**config.mk**
```make
export PLATFORM = sky130hd
export DESIGN_NAME = dead_reckoning_pose_update
export DESIGN_NICKNAME = d
export VERILOG_FILES = /design/src/sv/drpu_pkg.sv /design/src/sv/drpu_mul.sv /design/src/sv/drpu_cordic.sv /design/src/sv/dead_reckoning_pose_update.sv
export SDC_FILE = /design/constraint.sdc
export NUM_CORES = 2
export LEC_CHECK = 0
export BUFFER_PORTS_ARGS = -buffer_cell sky130_fd_sc_hd__clkbuf_2
export CORE_MARGIN = 3
export CORE_UTILIZATION = 60
export DETAILED_ROUTE_END_ITERATION = 10
export PLACE_DENSITY = 0.87
export SLEW_MARGIN = 20
export SYNTH_ARGS = -nofsm -noshare
export SYNTH_HDL_FRONTEND = slang
export SYNTH_SLANG_ARGS = --single-unit
```
**constraint.sdc**
```tcl
create_clock -name clk -period 11.4 [get_ports clk]
set_input_delay 0 -clock clk [delete_from_list [all_inputs] [get_ports clk]]
set_output_delay 0 -clock clk [all_outputs]
set_load 0.1 [all_outputs]
```
**src/sv/drpu_pkg.sv**
```systemverilog
// ----------------------------------------------------------------------------
// drpu_pkg
// Shared types and constants for the dead-reckoning pose update block:
// command codes, register indexes, datapath widths and the CORDIC angle table.
// ----------------------------------------------------------------------------
package drpu_pkg;

	// Command codes; the unused codes behave as park.
	localparam logic [2:0] OP_PARK    = 3'd0;
	localparam logic [2:0] OP_DRIVE   = 3'd1;
	localparam logic [2:0] OP_REVERSE = 3'd2;
	localparam logic [2:0] OP_RIGHT   = 3'd3;
	localparam logic [2:0] OP_LEFT    = 3'd4;

	// Configuration register indexes.
	localparam int          CFG_IDX_W      = 2;
	localparam logic [1:0]  REG_TARGET_X   = 2'd0;
	localparam logic [1:0]  REG_TARGET_Y   = 2'd1;
	localparam logic [1:0]  REG_TOLERANCE  = 2'd2;
	localparam logic [15:0] TOL_RESET      = 16'd128;
	localparam logic [15:0] HEADING_RESET  = 16'd16384;

	// Shared multiplier operand and product widths.
	localparam int MUL_A_W = 24;
	localparam int MUL_B_W = 27;
	localparam int MUL_P_W = MUL_A_W + MUL_B_W;

	// CORDIC datapath.
	localparam int                    CORDIC_X_W  = 34;
	localparam int                    CORDIC_Z_W  = 33;
	localparam int                    CS_W        = 27;
	localparam int                    ATAN_DEPTH  = 24;
	localparam int                    ATAN_IDX_W  = 5;
	localparam int                    ATAN_W      = 31;
	localparam logic [CORDIC_X_W-1:0] CORDIC_X0   = 34'd652032874;

	// Delta accumulator: product sum with 30 fraction bits.
	localparam int ACC_W    = 60;
	localparam int ACC_FRAC = 30;

	// Degrees (Q9.7) to binary angle: divide by 45 through a reciprocal.
	localparam logic [MUL_B_W-1:0] DIV45_MULT  = 27'd11930465;
	localparam int                 DIV45_SHIFT = 29;
	localparam int                 TURN_Q_W    = 17;

	typedef struct packed {
		logic                   done;
		logic signed [CS_W-1:0] cos_v;
		logic signed [CS_W-1:0] sin_v;
	} cordic_res_t;

	function automatic logic [ATAN_W-1:0] atan_val(input logic [ATAN_IDX_W-1:0] idx);
		case (idx)
			5'd0:    return 31'd536870912;
			5'd1:    return 31'd316933406;
			5'd2:    return 31'd167458907;
			5'd3:    return 31'd85004756;
			5'd4:    return 31'd42667331;
			5'd5:    return 31'd21354465;
			5'd6:    return 31'd10679838;
			5'd7:    return 31'd5340245;
			5'd8:    return 31'd2670163;
			5'd9:    return 31'd1335087;
			5'd10:   return 31'd667544;
			5'd11:   return 31'd333772;
			5'd12:   return 31'd166886;
			5'd13:   return 31'd83443;
			5'd14:   return 31'd41722;
			5'd15:   return 31'd20861;
			5'd16:   return 31'd10430;
			5'd17:   return 31'd5215;
			5'd18:   return 31'd2608;
			5'd19:   return 31'd1304;
			5'd20:   return 31'd652;
			5'd21:   return 31'd326;
			5'd22:   return 31'd163;
			5'd23:   return 31'd81;
			default: return 31'd0;
		endcase
	endfunction

endpackage

```
**src/sv/drpu_mul.sv**
```systemverilog
// ----------------------------------------------------------------------------
// drpu_mul
// Shared signed multiplier with a registered product. Used in turn for the
// travel product, the four partial products of the position deltas and the
// reciprocal division of the turn angle.
// ----------------------------------------------------------------------------
module drpu_mul (
	input  logic                                  clk,
	input  logic signed [drpu_pkg::MUL_A_W-1:0]   a,
	input  logic signed [drpu_pkg::MUL_B_W-1:0]   b,
	output logic signed [drpu_pkg::MUL_P_W-1:0]   prod
);

	logic signed [drpu_pkg::MUL_P_W-1:0] prod_q;

	always_ff @(posedge clk) begin
		prod_q <= a * b;
	end

	assign prod = prod_q;

endmodule

```
**src/sv/drpu_cordic.sv**
```systemverilog
// ----------------------------------------------------------------------------
// drpu_cordic
// Iterative CORDIC rotation: one micro-rotation per cycle through a shared
// shifter and adder pair, then rounding of cosine and sine to 24 fraction bits.
// ----------------------------------------------------------------------------
module drpu_cordic #(
	parameter int STEPS = 16
) (
	input  logic                   clk,
	input  logic                   arst_n,
	input  logic                   start,
	input  logic [15:0]            angle,
	output drpu_pkg::cordic_res_t  res
);

	localparam int XW     = drpu_pkg::CORDIC_X_W;
	localparam int ZW     = drpu_pkg::CORDIC_Z_W;
	localparam int CW     = drpu_pkg::CS_W;
	localparam int IW     = drpu_pkg::ATAN_IDX_W;
	localparam int NSTEPS = (STEPS < drpu_pkg::ATAN_DEPTH) ? STEPS : drpu_pkg::ATAN_DEPTH;

	localparam logic signed [ZW-1:0] QUARTER = 33'sd1073741824;
	localparam logic signed [ZW-1:0] HALF    = 33'sd2147483648;

	logic                 busy_q;
	logic [IW-1:0]        i_q;
	logic                 done_q;
	logic signed [XW-1:0] x_q;
	logic signed [XW-1:0] y_q;
	logic signed [ZW-1:0] z_q;
	logic                 neg_q;
	logic signed [CW-1:0] cos_q;
	logic signed [CW-1:0] sin_q;

	logic signed [ZW-1:0] z_init;
	logic signed [ZW-1:0] z_fold;
	logic                 neg_fold;
	logic signed [XW-1:0] x_sh;
	logic signed [XW-1:0] y_sh;
	logic signed [ZW-1:0] atan_z;
	logic signed [XW-1:0] x_rnd;
	logic signed [XW-1:0] y_rnd;
	logic signed [CW-1:0] cos_r;
	logic signed [CW-1:0] sin_r;

	// Fold the angle into the right half-plane; the result is negated later.
	always_comb begin
		z_init   = ZW'($signed({angle, 16'h0000}));
		z_fold   = z_init;
		neg_fold = 1'b0;
		if (z_init > QUARTER) begin
			z_fold   = z_init - HALF;
			neg_fold = 1'b1;
		end else if (z_init < -QUARTER) begin
			z_fold   = z_init + HALF;
			neg_fold = 1'b1;
		end
	end

	assign x_sh   = x_q >>> i_q;
	assign y_sh   = y_q >>> i_q;
	assign atan_z = ZW'(drpu_pkg::atan_val(i_q));
	assign x_rnd  = (x_q + XW'(32)) >>> 6;
	assign y_rnd  = (y_q + XW'(32)) >>> 6;
	assign cos_r  = CW'(x_rnd);
	assign sin_r  = CW'(y_rnd);

	always_ff @(posedge clk or negedge arst_n) begin
		if (!arst_n) begin
			busy_q <= 1'b0;
			i_q    <= '0;
			done_q <= 1'b0;
		end else begin
			done_q <= 1'b0;
			if (start) begin
				busy_q <= 1'b1;
				i_q    <= '0;
			end else if (busy_q) begin
				if (i_q == IW'(NSTEPS)) begin
					busy_q <= 1'b0;
					done_q <= 1'b1;
				end else begin
					i_q <= i_q + 1'b1;
				end
			end
		end
	end

	always_ff @(posedge clk) begin
		if (start) begin
			x_q   <= drpu_pkg::CORDIC_X0;
			y_q   <= '0;
			z_q   <= z_fold;
			neg_q <= neg_fold;
		end else if (busy_q) begin
			if (i_q != IW'(NSTEPS)) begin
				if (!z_q[ZW-1]) begin
					x_q <= x_q - y_sh;
					y_q <= y_q + x_sh;
					z_q <= z_q - atan_z;
				end else begin
					x_q <= x_q + y_sh;
					y_q <= y_q - x_sh;
					z_q <= z_q + atan_z;
				end
			end else begin
				cos_q <= neg_q ? -cos_r : cos_r;
				sin_q <= neg_q ? -sin_r : sin_r;
			end
		end
	end

	assign res.done  = done_q;
	assign res.cos_v = cos_q;
	assign res.sin_v = sin_q;

endmodule

```
**src/sv/dead_reckoning_pose_update.sv**
```systemverilog
// ----------------------------------------------------------------------------
// dead_reckoning_pose_update
// Planar pose tracker: drive, reverse, turn or park commands update a
// saturating Q24.8 position and a wrapping binary-angle heading, and each
// command returns the pose and a latched arrival flag.
// From accept to result: drive or reverse runs the travel product, the CORDIC rotation
// (CORDIC_STEPS micro-rotations, capped at 24) and the four partial products on the
// shared multiplier; turn converts the angle; after arrival a command skips to the result.
// One command at a time: the next is accepted after the result is loaded.
// Reset (asynchronous, active low): pose 0 at 90 degrees, arrival clear, targets 0,
// tolerance 0.5; no clearing pass.
// ----------------------------------------------------------------------------
module dead_reckoning_pose_update #(
	parameter int CORDIC_STEPS = 16,
	parameter int POS_WIDTH    = 32
) (
	input  logic                              clk,
	input  logic                              arst_n,
	input  logic                              cfg_wr_en,
	input  logic [drpu_pkg::CFG_IDX_W-1:0]    cfg_index,
	input  logic [31:0]                       cfg_wdata,
	input  logic                              in_valid,
	output logic                              in_ready,
	input  logic [2:0]                        op,
	input  logic [15:0]                       speed,
	input  logic [15:0]                       duration,
	input  logic signed [16:0]                turn_angle,
	output logic                              out_valid,
	input  logic                              out_ready,
	output logic signed [31:0]                pos_x,
	output logic signed [31:0]                pos_y,
	output logic [15:0]                       heading,
	output logic                              arrived
);

	localparam int AW   = drpu_pkg::ACC_W;
	localparam int MA   = drpu_pkg::MUL_A_W;
	localparam int MB   = drpu_pkg::MUL_B_W;
	localparam int DLW  = AW - drpu_pkg::ACC_FRAC;
	localparam int SW   = ((POS_WIDTH > DLW) ? POS_WIDTH : DLW) + 1;
	localparam int DW   = ((POS_WIDTH > 32) ? POS_WIDTH : 32) + 1;
	localparam int EW   = (POS_WIDTH > 32) ? POS_WIDTH : 32;
	localparam int QW   = drpu_pkg::TURN_Q_W;

	typedef enum logic [3:0] {
		S_IDLE,
		S_MULP,
		S_ROT,
		S_MXL,
		S_MXH,
		S_MYL,
		S_MYH,
		S_MYE,
		S_PY,
		S_TURN,
		S_TADD,
		S_CHK,
		S_DONE
	} state_t;

	state_t                      state_q;
	logic signed [POS_WIDTH-1:0] px_q;
	logic signed [POS_WIDTH-1:0] py_q;
	logic [15:0]                 hdg_q;
	logic                        reached_q;
	logic                        out_valid_q;

	logic signed [31:0]          target_x_q;
	logic signed [31:0]          target_y_q;
	logic [15:0]                 tol_q;

	logic [2:0]                  op_q;
	logic [15:0]                 speed_q;
	logic [15:0]                 dur_q;
	logic signed [16:0]          turn_q;
	logic [31:0]                 p_q;
	logic signed [AW-1:0]        acc_q;
	logic signed [31:0]          out_x_q;
	logic signed [31:0]          out_y_q;
	logic [15:0]                 out_hdg_q;
	logic                        out_arr_q;

	logic                        in_xfer;
	logic                        out_free;
	logic                        cordic_start;
	logic [15:0]                 cordic_angle;
	drpu_pkg::cordic_res_t       cres;

	logic signed [MA-1:0]                 mul_a;
	logic signed [MB-1:0]                 mul_b;
	logic signed [drpu_pkg::MUL_P_W-1:0]  prod;
	logic signed [AW-1:0]                 prod_ext;
	logic signed [AW-1:0]                 round_c;

	logic signed [DLW-1:0]       delta;
	logic signed [POS_WIDTH-1:0] pos_sel;
	logic signed [SW-1:0]        pos_sum;
	logic                        pos_ovf;
	logic signed [POS_WIDTH-1:0] pos_sat;

	logic [16:0]                 t_mag;
	logic [22:0]                 t_num;
	logic [QW-1:0]               t_quo;
	logic                        t_sub;

	logic signed [DW-1:0]        dx;
	logic signed [DW-1:0]        dy;
	logic [DW-1:0]               dx_mag;
	logic [DW-1:0]               dy_mag;
	logic                        in_window;
	logic signed [EW-1:0]        px_ext;
	logic signed [EW-1:0]        py_ext;

	assign in_ready  = (state_q == S_IDLE);
	assign in_xfer   = in_valid && in_ready;
	assign out_free  = !out_valid_q || out_ready;

	// Reverse runs along the opposite heading: add half a turn.
	assign cordic_start = (state_q == S_MULP);
	assign cordic_angle = (op_q == drpu_pkg::OP_REVERSE) ? {~hdg_q[15], hdg_q[14:0]} : hdg_q;

	drpu_cordic #(
		.STEPS (CORDIC_STEPS)
	) u_cordic (
		.clk    (clk),
		.arst_n (arst_n),
		.start  (cordic_start),
		.angle  (cordic_angle),
		.res    (cres)
	);

	// Turn: binary angle = (|t| * 64 + 22) / 45, by reciprocal multiplication.
	assign t_mag = turn_q[16] ? 17'(-turn_q) : 17'(turn_q);
	assign t_num = {t_mag, 6'b000000} + 23'd22;
	assign t_quo = prod[drpu_pkg::DIV45_SHIFT +: QW];
	assign t_sub = turn_q[16] ^ (op_q == drpu_pkg::OP_RIGHT);

	always_comb begin
		case (state_q)
			S_MXL, S_MYL: mul_a = MA'({1'b0, p_q[15:0]});
			S_MXH, S_MYH: mul_a = MA'({1'b0, p_q[31:16]});
			S_TURN:       mul_a = MA'({1'b0, t_num});
			default:      mul_a = MA'({1'b0, speed_q});
		endcase
		case (state_q)
			S_MXL, S_MXH: mul_b = cres.cos_v;
			S_MYL, S_MYH: mul_b = cres.sin_v;
			S_TURN:       mul_b = drpu_pkg::DIV45_MULT;
			default:      mul_b = MB'({1'b0, dur_q});
		endcase
	end

	drpu_mul u_mul (
		.clk  (clk),
		.a    (mul_a),
		.b    (mul_b),
		.prod (prod)
	);

	assign prod_ext = AW'(prod);
	assign round_c  = AW'(64'sd536870912);

	// One shared add and saturate for both axes.
	assign delta   = acc_q[AW-1:drpu_pkg::ACC_FRAC];
	assign pos_sel = (state_q == S_PY) ? py_q : px_q;
	assign pos_sum = SW'(pos_sel) + SW'(delta);
	assign pos_ovf = (pos_sum[SW-1:POS_WIDTH-1] != {(SW-POS_WIDTH+1){pos_sum[SW-1]}});
	assign pos_sat = pos_ovf ? {pos_sum[SW-1], {(POS_WIDTH-1){~pos_sum[SW-1]}}}
	                         : pos_sum[POS_WIDTH-1:0];

	// Arrival window, inclusive on both axes.
	assign dx        = DW'(px_q) - DW'(target_x_q);
	assign dy        = DW'(py_q) - DW'(target_y_q);
	assign dx_mag    = dx[DW-1] ? DW'(-dx) : DW'(dx);
	assign dy_mag    = dy[DW-1] ? DW'(-dy) : DW'(dy);
	assign in_window = (dx_mag <= DW'(tol_q)) && (dy_mag <= DW'(tol_q));

	assign px_ext = EW'(px_q);
	assign py_ext = EW'(py_q);

	always_ff @(posedge clk or negedge arst_n) begin
		if (!arst_n) begin
			target_x_q <= '0;
			target_y_q <= '0;
			tol_q      <= drpu_pkg::TOL_RESET;
		end else if (cfg_wr_en) begin
			case (cfg_index)
				drpu_pkg::REG_TARGET_X:  target_x_q <= cfg_wdata;
				drpu_pkg::REG_TARGET_Y:  target_y_q <= cfg_wdata;
				drpu_pkg::REG_TOLERANCE: tol_q      <= cfg_wdata[15:0];
				default: ;
			endcase
		end
	end

	always_ff @(posedge clk or negedge arst_n) begin
		if (!arst_n) begin
			state_q     <= S_IDLE;
			px_q        <= '0;
			py_q        <= '0;
			hdg_q       <= drpu_pkg::HEADING_RESET;
			reached_q   <= 1'b0;
			out_valid_q <= 1'b0;
		end else begin
			// A result waiting in S_DONE reloads the output register itself.
			if (out_valid_q && out_ready && state_q != S_DONE) begin
				out_valid_q <= 1'b0;
			end
			case (state_q)
				S_IDLE: begin
					if (in_valid) begin
						if (reached_q) begin
							state_q <= S_DONE;
						end else begin
							case (op)
								drpu_pkg::OP_DRIVE, drpu_pkg::OP_REVERSE: state_q <= S_MULP;
								drpu_pkg::OP_RIGHT, drpu_pkg::OP_LEFT:    state_q <= S_TURN;
								default:                                  state_q <= S_CHK;
							endcase
						end
					end
				end
				S_MULP: state_q <= S_ROT;
				S_ROT: begin
					if (cres.done) begin
						state_q <= S_MXL;
					end
				end
				S_MXL: state_q <= S_MXH;
				S_MXH: state_q <= S_MYL;
				S_MYL: state_q <= S_MYH;
				S_MYH: begin
					px_q    <= pos_sat;
					state_q <= S_MYE;
				end
				S_MYE: state_q <= S_PY;
				S_PY: begin
					py_q    <= pos_sat;
					state_q <= S_CHK;
				end
				S_TURN: state_q <= S_TADD;
				S_TADD: begin
					hdg_q   <= t_sub ? (hdg_q - t_quo[15:0]) : (hdg_q + t_quo[15:0]);
					state_q <= S_CHK;
				end
				S_CHK: begin
					if (in_window) begin
						reached_q <= 1'b1;
					end
					state_q <= S_DONE;
				end
				S_DONE: begin
					if (out_free) begin
						out_valid_q <= 1'b1;
						state_q     <= S_IDLE;
					end
				end
				default: state_q <= S_IDLE;
			endcase
		end
	end

	always_ff @(posedge clk) begin
		if (in_xfer) begin
			op_q    <= op;
			speed_q <= speed;
			dur_q   <= duration;
			turn_q  <= turn_angle;
		end
		case (state_q)
			S_ROT: p_q   <= prod[31:0];
			S_MXH: acc_q <= prod_ext + round_c;
			S_MYL: acc_q <= acc_q + (prod_ext <<< 16);
			S_MYH: acc_q <= prod_ext + round_c;
			S_MYE: acc_q <= acc_q + (prod_ext <<< 16);
			default: ;
		endcase
		if (state_q == S_DONE && out_free) begin
			out_x_q   <= px_ext[31:0];
			out_y_q   <= py_ext[31:0];
			out_hdg_q <= hdg_q;
			out_arr_q <= reached_q;
		end
	end

	assign out_valid = out_valid_q;
	assign pos_x     = out_x_q;
	assign pos_y     = out_y_q;
	assign heading   = out_hdg_q;
	assign arrived   = out_arr_q;

endmodule

```
==> metrics <==
antenna violations before repair 8; total routed wirelength approximately 210 mm; nets just under 9,000; Mapped Cells ~7,500; gr ovfl total 0; highest metal layer with signal wires met5; HP Class input port to flip-flop; first-pass detailed-route iteration total 10; peak supply drop approximately 0.11 mV; f_max about 97 MHz; Syn Area/Cell approximately 9 um^2; Slew Limit Headroom 20.6%; Max-Cap Viols 0; pwr/cell area about 120 nW/um^2; wire length on met2 96.3 mm; post-route ant nets 0; peak fanout along the critical path 14; die width ~340 um; Area growth syn-to-layout 9.14%; detailed-route DRC error count 0; yosys warns 0; Worst-Skew Late Latency about 0.69 ns; largest net degree at the start of global routing between 90 and 100; Setup Total Neg Slack 0 ns; Vias between 50,000 and 60,000; Final Util about two thirds; wl on met1 76.9 mm; sequential area share after synthesis 23.2%; die height approximately 340 um; max incr delay on CP slightly below 0.8 ns; critical path arrival approximately 11 ns; site row count between 100 and 150; post-cts resize count 0; Clock Root Buffer clkbuf_16; drt initial violations between 6,000 and 7,000; Placer Congestion around 1.0; share of cells above drive strength 1 around 9%; total power draw around 8700 uW; crit start category flip-flop; share of the synthesized area in the top cell type between 10% and 20%; Final HPWL DP around 160 mm; setup bufs post-CTS 0; Total GRT Usage between 30 and 40%; DIE AREA 117,000 um^2; CTS tree built; Synth Flop Type edfxtp_1; Fill cells a little under 9,000; routed len/inst 22.8 um; critical path endpoint category flip-flop; CTS Buf Count 73; vias per inst 6.21; FF-to-FF Start state_q[0]; EDFF count, synth a little under 300; H-tree depth 3; final setup vio count 0; Reg clk slew, reported paths around 0.06 ns; Reg2Reg Setup Slack around 1.1 ns; largest cells by area after synthesis fa_1 (19%), edfxtp_1 (13%), ha_1 (8.2%), dfrtp_1 (6.3%), inv_1 (5.3%); Hold Vio Cnt, Final 0; Required @ worst endpoint 12.00 ns; RSZ-0062 raised after global routing no; Yosys cell types 114; period utilization 90.5%; Placeable Area around 110,000 um^2; Fin Hold WS ~0.044 ns; status finished clean; worst-margin pin slew approximately 1.2 ns; # port buffers between 150 and 200; Setup crit start state_q[0]; detailed-routed wire length on met3 ~21 mm; Final min period between 10 and 15 ns; fin. max-slew vios 0; vias in the first global route ~57,000; Starting Density about three fifths; Post-Syn Area 67,500 um^2; static leakage 0.0338 uW; CTS Buffer Depth 3; CTS sink cnt just under 600; Worst Skew just over 0.05 ns; Synth area leader fa_1; first-pass GRT wire length approximately 330 mm; Post-CTS Hold Buffers 88; worst setup path category flip-flop to flip-flop; CP dominant cell by count fa_1; top-level I/O count roughly 170; ys async rst share slightly below 30%; Hold Path Origin cfg_index[1]; Seq cells post-synth ~600; most common cell after layout, fill and taps aside inv_1; Worst path slowest cell nor4b_1; most frequent cells in the layout inv_1 (945), nand2_1 (803), fa_1 (654), nor2_1 (627), ha_1 (441)
-- path summary, 6_finish.rpt --
| kind | endpoint | cells after the start |
|---|---|---|
| worst max-delay path | u_mul.prod[43] | 32 |
| worst min-delay path | target_x_q[3] | 5 |
| worst max register to register | u_mul.prod[43] | 32 |
| worst min register to register | p_q[10] | 0 |
| max in group asynchronous | tol_q[6] | 5 |
| min in group asynchronous | target_x_q[25] | 4 |
-- critical path, delay by kind of cell (launching register included) --
| family | cells | cell delay, ns |
|---|---|---|
| xor+xnor | 1 | 0.14 |
| fa+ha+maj | 8 | 3.96 |
| compound gates | 11 | 2.84 |
| flops | 1 | 0.52 |
| simple gates | 7 | 2.27 |
| buf+inv | 5 | 0.48 |
-- synth_stat cells (14+ instances only) --
cell type / n
nand2b_1: 88
o21ai_0: 389
edfxtp_1: 297
o31a_1: 15
nor3_1: 108
buf_2: 20
and2_1: 59
o21bai_1: 40
mux2_2: 104
nor2_1: 632
o211ai_1: 47
buf_1: 38
a21o_1: 143
o22ai_1: 21
clkbuf_1: 269
ha_1: 441
inv_1: 949
a31oi_1: 63
nand4_1: 55
mux2i_1: 48
xnor2_1: 343
and3_1: 51
xor2_1: 195
mux4_2: 91
o31ai_1: 50
o2111ai_1: 14
a21oi_1: 426
o21ai_1: 16
a211o_1: 14
and4_1: 15
or2_2: 29
fa_1: 654
dfrtp_1: 171
nand2_1: 806
a22oi_1: 25
a2111oi_0: 14
a211oi_1: 41
dfxtp_1: 119
nand3_1: 139
nor4_1: 41
a21boi_0: 14
nor2b_1: 61
o21a_1: 51
or3_1: 43
nand3b_1: 20
-- logic make-up after synthesis --
| family | Yosys count | share of synthesized area [%] |
|---|---|---|
| flops | 589 | 23.2 |
| other cells | 2 | 0.0111 |
| simple gates | 2207 | 15.0 |
| mux | 245 | 5.51 |
| xor+xnor | 538 | 6.98 |
| compound gates | 1534 | 14.4 |
| fa+ha+maj | 1099 | 27.6 |
| buf+inv | 1289 | 7.31 |
-- sequential cells by signal, summed over array words and instances (netlist names), 17 cells and up --
signal	cells
acc_q	44
p_q	32
pos_x	32
pos_y	32
px_ext	32
py_ext	32
target_x_q	32
target_y_q	32
turn_q	17
u_cordic.cos_q	27
u_cordic.sin_q	27
u_cordic.x_q	34
u_cordic.y_q	34
u_cordic.z_q	33
u_mul.prod	51
-- metrics by stage --
step                      cells  area (um^2)  setup WS [ns]
after CTS                  9265        73700           1.43
after detailed placement   9041        70200           1.50
final                      9269        73700           1.08
after floorplan            7620        68000           2.00
after global placement     9041        70200           1.70
after global routing       9266        73700          0.907
-- power by group --
part | internal (uW) | switching (uW) | total (uW)
sequential | 2420 | 198 | 2620
combinational | 1470 | 2060 | 3530
clock | 1450 | 1060 | 2510
-- layer usage --
metal / vias up / track usage [%]
met3: 867 / 7.53
li1: 25800 / -
met4: 2 / 23.7
met1: 27700 / 44.4
met5: - / 0
met2: 3138 / 57.7
-- area by class of cell --
type,count,area (um^2),share of cell area [%]
antenna,4,10.0,0.0136
clock buffer,84,1920,2.60
clock inverter,52,681,0.924
inverter,953,3580,4.85
multi-input combinational,5742,47500,64.5
sequential,589,15600,21.2
tap,1488,1860,2.53
timing repair buffer,357,2490,3.38
(Power assumes the default switching activity.)
